## src/hdl/mpwm_pkg.sv

```systemverilog
// ----------------------------------------------------------------------------
// mpwm_pkg
// Shared types and constants for the multichannel PWM with dead time.
// ----------------------------------------------------------------------------
package mpwm_pkg;

	localparam int CHANNELS         = 8;
	localparam int PIN_BITS         = 16;
	localparam int OP_W             = 2;
	localparam int CHAN_W           = 3;
	localparam int DUTY_W           = 8;
	localparam int DIR_W            = 2;
	localparam int DEAD_W           = 16;
	localparam int DELAY_W          = 31;
	localparam int MS_W             = 32;
	localparam int PERIOD_W         = 8;
	localparam logic [PERIOD_W-1:0] PERIOD_RESET = 8'd100;

	typedef enum logic [OP_W-1:0] {
		OP_TICK  = 2'd0,
		OP_SET   = 2'd1,
		OP_DELAY = 2'd2
	} mpwm_op_t;

	// One decoded item as it leaves the input register.
	typedef struct packed {
		logic                tick;
		logic                set;
		logic                start;
		logic [CHAN_W-1:0]   channel;
		logic                enable;
		logic [DUTY_W-1:0]   duty;
		logic [DIR_W-1:0]    direction;
		logic [DEAD_W-1:0]   dead_time;
		logic [DELAY_W-1:0]  delay_length;
	} mpwm_cmd_t;

endpackage

```

## src/hdl/mpwm_chan.sv

```systemverilog
// ----------------------------------------------------------------------------
// mpwm_chan
// State and pin logic of one motor channel: enable, duty, directions,
// dead-time counter and the two pin levels.
// ----------------------------------------------------------------------------
module mpwm_chan
	import mpwm_pkg::*;
(
	input  logic                 clk,
	input  logic                 arst_n,
	input  logic                 fire,
	input  logic                 sel,
	input  mpwm_cmd_t            cmd,
	input  logic [PERIOD_W-1:0]  period_count,
	output logic [DIR_W-1:0]     pins_next
);

	logic               enable_q;
	logic [DUTY_W-1:0]  duty_q;
	logic [DIR_W-1:0]   live_q;
	logic [DIR_W-1:0]   saved_q;
	logic [DEAD_W-1:0]  dead_q;
	logic [DIR_W-1:0]   pins_q;

	logic               dead_expire;
	logic [DIR_W-1:0]   live_tick;
	logic               do_set;

	// The counter reaches zero on this tick when it holds one.
	assign dead_expire = (dead_q == DEAD_W'(1));
	assign live_tick   = dead_expire ? saved_q : live_q;
	assign do_set      = cmd.set && sel;

	always_comb begin
		pins_next = pins_q;
		if (cmd.tick) begin
			if (period_count == '0) begin
				if (enable_q) begin
					pins_next = live_tick;
				end
			end else if (duty_q == period_count) begin
				pins_next = '0;
			end
		end
	end

	always_ff @(posedge clk or negedge arst_n) begin
		if (!arst_n) begin
			enable_q <= 1'b0;
			duty_q   <= '0;
			live_q   <= '0;
			saved_q  <= '0;
			dead_q   <= '0;
			pins_q   <= '0;
		end else if (fire) begin
			pins_q <= pins_next;
			if (cmd.tick) begin
				if (dead_q != '0) begin
					dead_q <= dead_q - DEAD_W'(1);
				end
				live_q <= live_tick;
			end else if (do_set) begin
				enable_q <= cmd.enable;
				duty_q   <= cmd.duty;
				saved_q  <= cmd.direction;
				dead_q   <= cmd.dead_time;
				if (cmd.dead_time == '0) begin
					live_q <= cmd.direction;
				end
			end
		end
	end

endmodule

```

## src/hdl/mpwm_timer.sv

```systemverilog
// ----------------------------------------------------------------------------
// mpwm_timer
// PWM period counter, wrapping millisecond counter and delay counter.
// ----------------------------------------------------------------------------
module mpwm_timer
	import mpwm_pkg::*;
(
	input  logic                 clk,
	input  logic                 arst_n,
	input  logic                 fire,
	input  mpwm_cmd_t            cmd,
	input  logic [PERIOD_W-1:0]  pwm_period,
	output logic [PERIOD_W-1:0]  period_count,
	output logic [MS_W-1:0]      ms_next,
	output logic                 delay_active_next
);

	logic [PERIOD_W-1:0]  count_q;
	logic [MS_W-1:0]      ms_q;
	logic [DELAY_W-1:0]   delay_q;

	logic [PERIOD_W-1:0]  count_inc;
	logic                 wrap;
	logic [PERIOD_W-1:0]  count_next;
	logic [DELAY_W-1:0]   delay_next;

	assign period_count = count_q;
	assign count_inc    = count_q + PERIOD_W'(1);
	assign wrap         = cmd.tick && (count_inc == pwm_period);

	always_comb begin
		count_next = count_q;
		ms_next    = ms_q;
		delay_next = delay_q;
		if (cmd.tick) begin
			count_next = wrap ? '0 : count_inc;
			if (wrap) begin
				ms_next = ms_q + MS_W'(1);
				if (delay_q != '0) begin
					delay_next = delay_q - DELAY_W'(1);
				end
			end
		end else if (cmd.start) begin
			delay_next = cmd.delay_length;
		end
	end

	assign delay_active_next = (delay_next != '0);

	always_ff @(posedge clk or negedge arst_n) begin
		if (!arst_n) begin
			count_q <= '0;
			ms_q    <= '0;
			delay_q <= '0;
		end else if (fire) begin
			count_q <= count_next;
			ms_q    <= ms_next;
			delay_q <= delay_next;
		end
	end

endmodule

```

## src/hdl/multichannel_pwm_with_deadtime.sv

```systemverilog
// Path: an accepted item is held in the input register, then its result in the
// result register; the item waits while a finished result is held by out_stall.
// Throughput: one item per cycle unless a held result stalls the input; the whole
// state update is one pass of compares and decrements between the two registers.
// Reset: all counters, channel settings and channel pins clear, pwm_period loads 100.
// ----------------------------------------------------------------------------
// multichannel_pwm_with_deadtime
// Eight-channel PWM with per-channel dead time, millisecond and delay timers.
// ----------------------------------------------------------------------------
module multichannel_pwm_with_deadtime
	import mpwm_pkg::*;
(
	input  logic                 clk,
	input  logic                 arst_n,
	input  logic                 cfg_we,
	input  logic [PERIOD_W-1:0]  cfg_data,
	input  logic                 in_valid,
	output logic                 in_stall,
	input  logic [OP_W-1:0]      operation,
	input  logic [CHAN_W-1:0]    channel,
	input  logic                 enable,
	input  logic [DUTY_W-1:0]    duty,
	input  logic [DIR_W-1:0]     direction,
	input  logic [DEAD_W-1:0]    dead_time,
	input  logic [DELAY_W-1:0]   delay_length,
	output logic                 out_valid,
	input  logic                 out_stall,
	output logic [PIN_BITS-1:0]  pin_levels,
	output logic [MS_W-1:0]      millisecond_count,
	output logic                 delay_active
);

	logic [PERIOD_W-1:0]  pwm_period_q;
	logic                 s1_valid;
	mpwm_cmd_t            cmd_s1;
	mpwm_cmd_t            cmd_in;
	logic                 advance;
	logic                 accept;
	logic                 out_valid_q;
	logic [PIN_BITS-1:0]  pins_q;
	logic [MS_W-1:0]      ms_q;
	logic                 delay_active_q;

	logic [PERIOD_W-1:0]  period_count;
	logic [MS_W-1:0]      ms_next;
	logic                 delay_active_next;
	logic [DIR_W-1:0]     chan_pins [CHANNELS];
	logic [PIN_BITS-1:0]  pins_all;

	// The item in the input register moves on when the result register is
	// empty or its result is being taken.
	assign advance  = s1_valid && (!out_valid_q || !out_stall);
	assign in_stall = s1_valid && !advance;
	assign accept   = in_valid && !in_stall;

	always_comb begin
		cmd_in              = '0;
		cmd_in.tick         = (operation == OP_TICK);
		cmd_in.set          = (operation == OP_SET);
		cmd_in.start        = (operation == OP_DELAY);
		cmd_in.channel      = channel;
		cmd_in.enable       = enable;
		cmd_in.duty         = duty;
		cmd_in.direction    = direction;
		cmd_in.dead_time    = dead_time;
		cmd_in.delay_length = delay_length;
	end

	always_ff @(posedge clk or negedge arst_n) begin
		if (!arst_n) begin
			pwm_period_q <= PERIOD_RESET;
		end else if (cfg_we) begin
			pwm_period_q <= cfg_data;
		end
	end

	always_ff @(posedge clk or negedge arst_n) begin
		if (!arst_n) begin
			s1_valid <= 1'b0;
		end else if (accept) begin
			s1_valid <= 1'b1;
		end else if (advance) begin
			s1_valid <= 1'b0;
		end
	end

	always_ff @(posedge clk) begin
		if (accept) begin
			cmd_s1 <= cmd_in;
		end
	end

	mpwm_timer u_timer (
		.clk               (clk),
		.arst_n            (arst_n),
		.fire              (advance),
		.cmd               (cmd_s1),
		.pwm_period        (pwm_period_q),
		.period_count      (period_count),
		.ms_next           (ms_next),
		.delay_active_next (delay_active_next)
	);

	for (genvar c = 0; c < CHANNELS; c++) begin : g_chan
		mpwm_chan u_chan (
			.clk          (clk),
			.arst_n       (arst_n),
			.fire         (advance),
			.sel          (32'(cmd_s1.channel) == c),
			.cmd          (cmd_s1),
			.period_count (period_count),
			.pins_next    (chan_pins[c])
		);
	end

	// Channels beyond the pin register have no pin bits.
	always_comb begin
		pins_all = '0;
		for (int c = 0; c < CHANNELS; c++) begin
			if (c < PIN_BITS / DIR_W) begin
				pins_all[c*DIR_W +: DIR_W] = chan_pins[c];
			end
		end
	end

	always_ff @(posedge clk or negedge arst_n) begin
		if (!arst_n) begin
			out_valid_q <= 1'b0;
		end else if (advance) begin
			out_valid_q <= 1'b1;
		end else if (!out_stall) begin
			out_valid_q <= 1'b0;
		end
	end

	always_ff @(posedge clk) begin
		if (advance) begin
			pins_q         <= pins_all;
			ms_q           <= ms_next;
			delay_active_q <= delay_active_next;
		end
	end

	assign out_valid         = out_valid_q;
	assign pin_levels        = pins_q;
	assign millisecond_count = ms_q;
	assign delay_active      = delay_active_q;

endmodule

```

## config.mk

```make
export PLATFORM = sky130hd
export DESIGN_NAME = multichannel_pwm_with_deadtime
export DESIGN_NICKNAME = d
export VERILOG_FILES = /design/src/hdl/mpwm_pkg.sv /design/src/hdl/mpwm_chan.sv /design/src/hdl/mpwm_timer.sv /design/src/hdl/multichannel_pwm_with_deadtime.sv
export SDC_FILE = /design/constraint.sdc
export NUM_CORES = 1
export LEC_CHECK = 0
export BUFFER_PORTS_ARGS = -buffer_cell sky130_fd_sc_hd__buf_4
export CORE_ASPECT_RATIO = 1.1
export CORE_MARGIN = 2
export CORE_UTILIZATION = 55
export DETAILED_ROUTE_END_ITERATION = 12
export PLACE_DENSITY_LB_ADDON = 0.05
export SYNTH_ARGS = -nofsm -noshare
export SYNTH_HDL_FRONTEND = slang
export SYNTH_SLANG_ARGS = --single-unit
```

## constraint.sdc

```tcl
create_clock -name clk -period 12.18 [get_ports clk]
set_input_delay 0.609 -clock clk [delete_from_list [all_inputs] [get_ports clk]]
set_output_delay 0.609 -clock clk [all_outputs]
set_load 0.02 [all_outputs]
```

# Word-level counts from Yosys, hierarchy flattened

Index checks and enable logic that the tools add are counted.
Widths: inputs -> output; s select.

Reduce and logical (&&, ||, !) cells: 66
Multiplexer cells: 92
Add/subtract/negate cells: 11
Equal/unequal tests: 35
Bitwise logic cells: 1

Operators with widths:

| kind                  | number |
|---|---|
| $mux 16               | 24 |
| $eq 16x1->1 const B   | 8 |
| $reduce_bool 16->1    | 8 |
| $sub 16x1->16 const B | 8 |
| $mux 31               | 4 |
| $mux 2                | 57 |
| $eq 8x8->1            | 9 |
| $reduce_and 3->1      | 24 |
| $mux 32               | 2 |
| $reduce_bool 31->1    | 2 |
| $add 32x1->32 const B | 1 |
| $sub 31x1->31 const B | 1 |
| $reduce_bool 2->1     | 10 |
| $ne 2x1->1 const B    | 9 |
| $logic_not 16->1      | 1 |
| $eq 3x3->1 const B    | 4 |
| $logic_and 1x1->1     | 12 |
| $add 8x1->8 const B   | 1 |
| $logic_not 8->1       | 1 |
| $mux 8                | 1 |
| $eq 3x2->1 const B    | 2 |
| $logic_not 1->1       | 4 |
| $mux 1                | 4 |
| $eq 3x1->1 const B    | 1 |
| 7 further kinds       | 7 |

Word-level logic and storage cells: 271
Flip-flop bits (word level): 442
Bits of input ports: 76

# Longest topological paths before layout

Depth in word-level cells: 8
Gate-level depth with buffers: 16

# Modules after synthesis

Synthesis repeated with hierarchy kept, for this count alone.

Cells, all modules: 2578
Area total of the unflattened synthesis: 24721.2 µm²

Modules (own cells, without submodules):

| module                         | cells each | area each (µm²) | instances | seq. area each (µm²) |
|---|---|---|---|---|
| mpwm_chan                      | 223        | 1936.9          | 8         | 775.7 |
| mpwm_timer                     | 644        | 5336.4          | 1         | 1776.7 |
| multichannel_pwm_with_deadtime | 150        | 3890.0          | 1         | 3647.2 |

# Worst setup path after synthesis

OpenSTA, ideal clock, no wires.

Path kind: reg-to-reg
From: register u_timer.count_q[0] (netlist: u_timer.period_count[0])
To: register delay_active_q (netlist: delay_active) (data pin)
Required time: 11908 ps
Slack: 7985 ps
Data arrival time: 3923 ps
Stages on the path, launching flop included: 16
Cells stage by stage: dfrtp_1 clkbuf_1 buf_1 inv_1 ha_1 xnor2_1 nand2_1 a211oi_1 o211ai_1 buf_2 or2_1 nor4_1 xnor2_1 a21oi_1 or4_1 or4_1

Cells in the longest elaborated chain, start to end: 6

RTL lines:

| what                        | line                                  | RTL |
|---|---|---|
| start, declared             | mpwm_timer.sv:18                      | `logic [PERIOD_W-1:0] count_q;` |
| start signal, assigned      | mpwm_timer.sv:56                      | `count_q <= count_next;` |
| $add 8x1->8                 | mpwm_timer.sv:28                      | `assign count_inc = count_q + PERIOD_W'(1);` |
| $eq 8x8->1                  | mpwm_timer.sv:29                      | `assign wrap = cmd.tick && (count_inc == pwm_period);` |
| $logic_and 1x1->1           | mpwm_timer.sv:29                      |  |
| $mux 31                     | mpwm_timer.sv:37                      | `if (wrap) begin` |
| $mux 31                     | mpwm_timer.sv:35                      | `if (cmd.tick) begin` |
| $reduce_bool 31->1          | mpwm_timer.sv:48                      | `assign delay_active_next = (delay_next != '0);` |
| named net delay_active_next | multichannel_pwm_with_deadtime.sv:46  | `logic delay_active_next;` |
| end signal, assigned        | multichannel_pwm_with_deadtime.sv:140 | `delay_active_q <= delay_active_next;` |
| end, declared               | multichannel_pwm_with_deadtime.sv:42  | `logic delay_active_q;` |

The timed path passes the listed nets, and every way through them passes these cells.
A chain may end at the register's enable or synchronous reset.

# Final worst setup path

Same ends and word-level chain as after synthesis.

==> metrics <==
GRT overflow 0; Iteration-0 DRC Markers about 1,500; reg2reg setup slack between 7000 and 8000 ps; initial antenna violation count 0; row count 77; global-route wire length before repair 93,800 µm; FF-to-FF path depth 13; CTS tree done; vias per cell 6.14; synth warn 0; GRT Total Usage ~28%; Max Slew Vio Count 0; Worst EP required roughly 12,000 ps; CTS root buffer clkbuf_16; WS Path Type reg2reg; r2r endpoint delay_active$_DFFE_PP_; Final Hold Vio Count 0; Clk Latency, worst-skew pair 580 ps; synthesized flop and latch total about 440; Die Y approximately 220 µm; cell mode on critical path or4_1; Fin Hold WS between 80 and 90 ps; Antenna Nets Post-Route 0; CTS Hold Bufs 0; Worst Setup End Kind flip-flop; met3 Usage GRT under 10%; area grow syn2layout 13.1%; RR Startpoint u_timer.period_count[0]$_DFFE_PN0P_; Synth cell types 77; Cells after Synth approximately 2,300; PD cells ~190 nW/µm²; Final nets 2,476; clk buf depth 3; DP HPWL about 38,000 µm; Max-slew headroom about 22%; Max-Cap Viols 0; post-layout util a little over three fifths; Mapped Nets around 2,400; Tmin final between 4000 and 5000 ps; top_reg_cell synth dfrtp_1; fin worst setup slack 7500 ps; P_leak between 10 and 15 nW; Avg Inst Size Synth 9.74 µm²; Inserted Clock Buffers 47; post_cts resized 0; mapped cell area between 20,000 and 25,000 µm²; EDFF count, synth between 100 and 150; cell area after placement between 20,000 and 25,000 µm²; critical path's slowest cell dfrtp_1; GR met1 Demand/Resource about two fifths; 1st-pass router iterations 5; vias in the first global route 17,300; peak supply drop roughly 0.13 mV; pin count of the biggest net entering global routing about 160; Clock Skews 18.4 ps; design area 25,600 µm²; per-cell routed wire length between 15 and 20 µm; Achievable Freq about 0.21 GHz; Die ar. 42,700 µm²; Worst Max-Slew Pin Slew between 1000 and 1500 ps; DRT Wirelength between 50,000 and 60,000 µm; Die X ~200 µm; Placer Congestion a little under 0.9; Final TNS setup 0 ps; Core Box Area approximately 40,000 µm²; Hold/Removal Path Class in2async; CP Cell Sequence inv_1 -> ha_1 -> xnor2_1 -> nand2_1 -> a211oi_1 -> o211ai_1 -> buf_4 -> nor4_2 -> nand3_1 -> xor2_1 -> a21oi_1 -> or4_1 -> or4_1; I/O pin total 127; post-route clock period utilization 38.5%; Setup violations, final 0; Worst-path clk slew roughly 60 ps; most used routing layer met2; DRC viols 0; asr flop ratio synth between 70% and 80%; status complete, no violations; setup slack after placement ~7500 ps; Worst path max stage delay about 840 ps; H-tree Lvls 2; port bufs between 100 and 150; RSZ-0062 raised after global routing false; startpoint types flip-flop; clk sinks 442; Antenna diodes 0; starting density of the core a little under three fifths; Fillers around 3,300; layout cell share with drive strength beyond 1 around 14%; # Post-CTS Setup Buffers 0; DR vias 18,000; Seq/Total Area, Yosys 51.4%; Max FO, Critical Path 20; GRT met2 Usage between 40% and 50%; crit path DAT between 4000 and 5000 ps
[synth_stat cells, types with 11 or more instances]
master / count / share of area (%)
a31oi_1: 13 / 0.36
nand2_1: 295 / 4.9
and2_1: 13 / 0.36
xnor2_1: 109 / 4.2
nor2b_1: 18 / 0.50
inv_1: 37 / 0.61
and3_1: 15 / 0.42
nor3b_1: 15 / 0.50
ha_1: 21 / 1.2
or4_1: 22 / 0.73
nand3_1: 124 / 2.7
nor3_1: 57 / 1.3
buf_1: 21 / 0.35
nor4_1: 40 / 1.1
mux2i_1: 37 / 1.6
o21ai_0: 165 / 3.7
o22ai_1: 104 / 2.9
a211oi_1: 12 / 0.40
o211ai_1: 18 / 0.60
clkbuf_1: 118 / 2.0
nand2b_1: 17 / 0.47
edfxtp_1: 113 / 15
mux2_2: 75 / 3.7
a21oi_1: 169 / 3.7
nand4_1: 31 / 0.86
o31ai_1: 11 / 0.37
xor2_1: 43 / 1.7
nor2_1: 141 / 2.3
dfrtp_1: 326 / 36
or3_1: 13 / 0.36
[stage by stage]
stage	power, W	std cells
3_5_place_dp	0.00334	2843
3_3_place_gp	0.00330	2843
6_report	0.00480	2930
2_1_floorplan	0.00299	2322
4_1_cts	0.00483	2930
5_1_grt	0.00509	2930
[where the power goes]
group / switching (W) / total [W] / internal, W / leakage [nW]
combinational: 0.000603 / 0.00112 / 0.000517 / 4.43
sequential: 0.000363 / 0.00221 / 0.00185 / 5.14
clock: 0.000591 / 0.00147 / 0.000879 / 0.781
[cell type report]
cell class                      instances  area, µm²  area share (%)
Multi-Input combinational cell       1693      10300            40.5
Sequential cell                       442      11600            45.5
Inverter                               39        149           0.583
Timing Repair Buffer                  156       1190            4.66
Clock buffer                           74       1450            5.67
Clock inverter                         13        146           0.573
Tap cell                              513        642            2.51
[per-layer routing]
| layer | part of all wire, % | wire length [µm] |
|---|---|---|
| met1 | 45 | 26500 |
| met2 | 47 | 27400 |
| met3 | 5.4 | 3160 |
| met4 | 2.3 | 1350 |
| met5 | 0 | 0 |
[worst max-delay path: cells and delay by family (launching register included)]
kind	cells	cell delay, ps
buf+inv	2	340
compound gates	3	580
simple gates	5	1930
flops	1	840
fa+ha+maj	1	350
xor+xnor	2	340
[placed cells by master, fill, tap and decap left out, types with 8 or more instances in the layout]
master | synthesis | layout
a21oi_1 | 169 | 169
o211ai_1 | 18 | 18
and2_1 | 13 | 12
nor3_1 | 57 | 53
or2_2 | 10 | 10
o21ai_0 | 165 | 165
o21a_1 | 8 | 8
nand2_1 | 295 | 294
inv_1 | 37 | 37
xnor2_1 | 109 | 109
a31oi_1 | 13 | 13
clkbuf_1 | 118 | 12
or4_1 | 22 | 22
or3_1 | 13 | 13
buf_4 | 1 | 154
nand2b_1 | 17 | 17
nand3_1 | 124 | 124
ha_1 | 21 | 21
o31a_1 | 8 | 8
dfrtp_1 | 326 | 326
a22oi_1 | 8 | 8
o22ai_1 | 104 | 104
o31ai_1 | 11 | 11
nor2b_1 | 18 | 18
and3_1 | 15 | 15
nor3b_1 | 15 | 15
nor2_1 | 141 | 140
clkbuf_16 | 0 | 49
xor2_1 | 43 | 43
a211oi_1 | 12 | 12
edfxtp_1 | 113 | 113
clkbuf_8 | 0 | 13
mux2_2 | 75 | 75
nor4_1 | 40 | 39
mux2i_1 | 37 | 37
nand4_1 | 31 | 31
[worst max path at each step]
stage / to / cells after the start / from
4_1_cts: delay_active$_DFFE_PP_ / 13 / u_timer.period_count[0]$_DFFE_PN0P_
3_3_place_gp: delay_active$_DFFE_PP_ / 13 / u_timer.period_count[0]$_DFFE_PN0P_
2_1_floorplan: delay_active$_DFFE_PP_ / 15 / u_timer.period_count[0]$_DFFE_PN0P_
5_1_grt: delay_active$_DFFE_PP_ / 13 / u_timer.period_count[0]$_DFFE_PN0P_
3_5_place_dp: delay_active$_DFFE_PP_ / 13 / u_timer.period_count[0]$_DFFE_PN0P_
6_report: delay_active$_DFFE_PP_ / 13 / u_timer.period_count[0]$_DFFE_PN0P_
[registers in the layout (all words and copies together) (netlist names)]
register                cells
u_timer.delay_q            31
millisecond_count          32
g_chan.u_chan.duty_q       64
pwm_period_q                8
u_timer.period_count        8
delay_active                1
g_chan.u_chan.enable_q      8
g_chan.u_chan.live_q       16
cmd_s1                     64
out_valid                   1
s1_valid                    1
g_chan.u_chan.pins_q       16
u_timer.ms_q               32
pin_levels                 16
g_chan.u_chan.dead_q      128
g_chan.u_chan.saved_q      16
[cell families after synthesis]
logic type      synth area share (%)
compound gates                  14.8
xor+xnor                        5.89
fa+ha+maj                       1.16
buf+inv                         3.19
flops                           51.4
mux                             5.37
simple gates                    18.1
No activity file was read; power rests on OpenSTA's default activity.
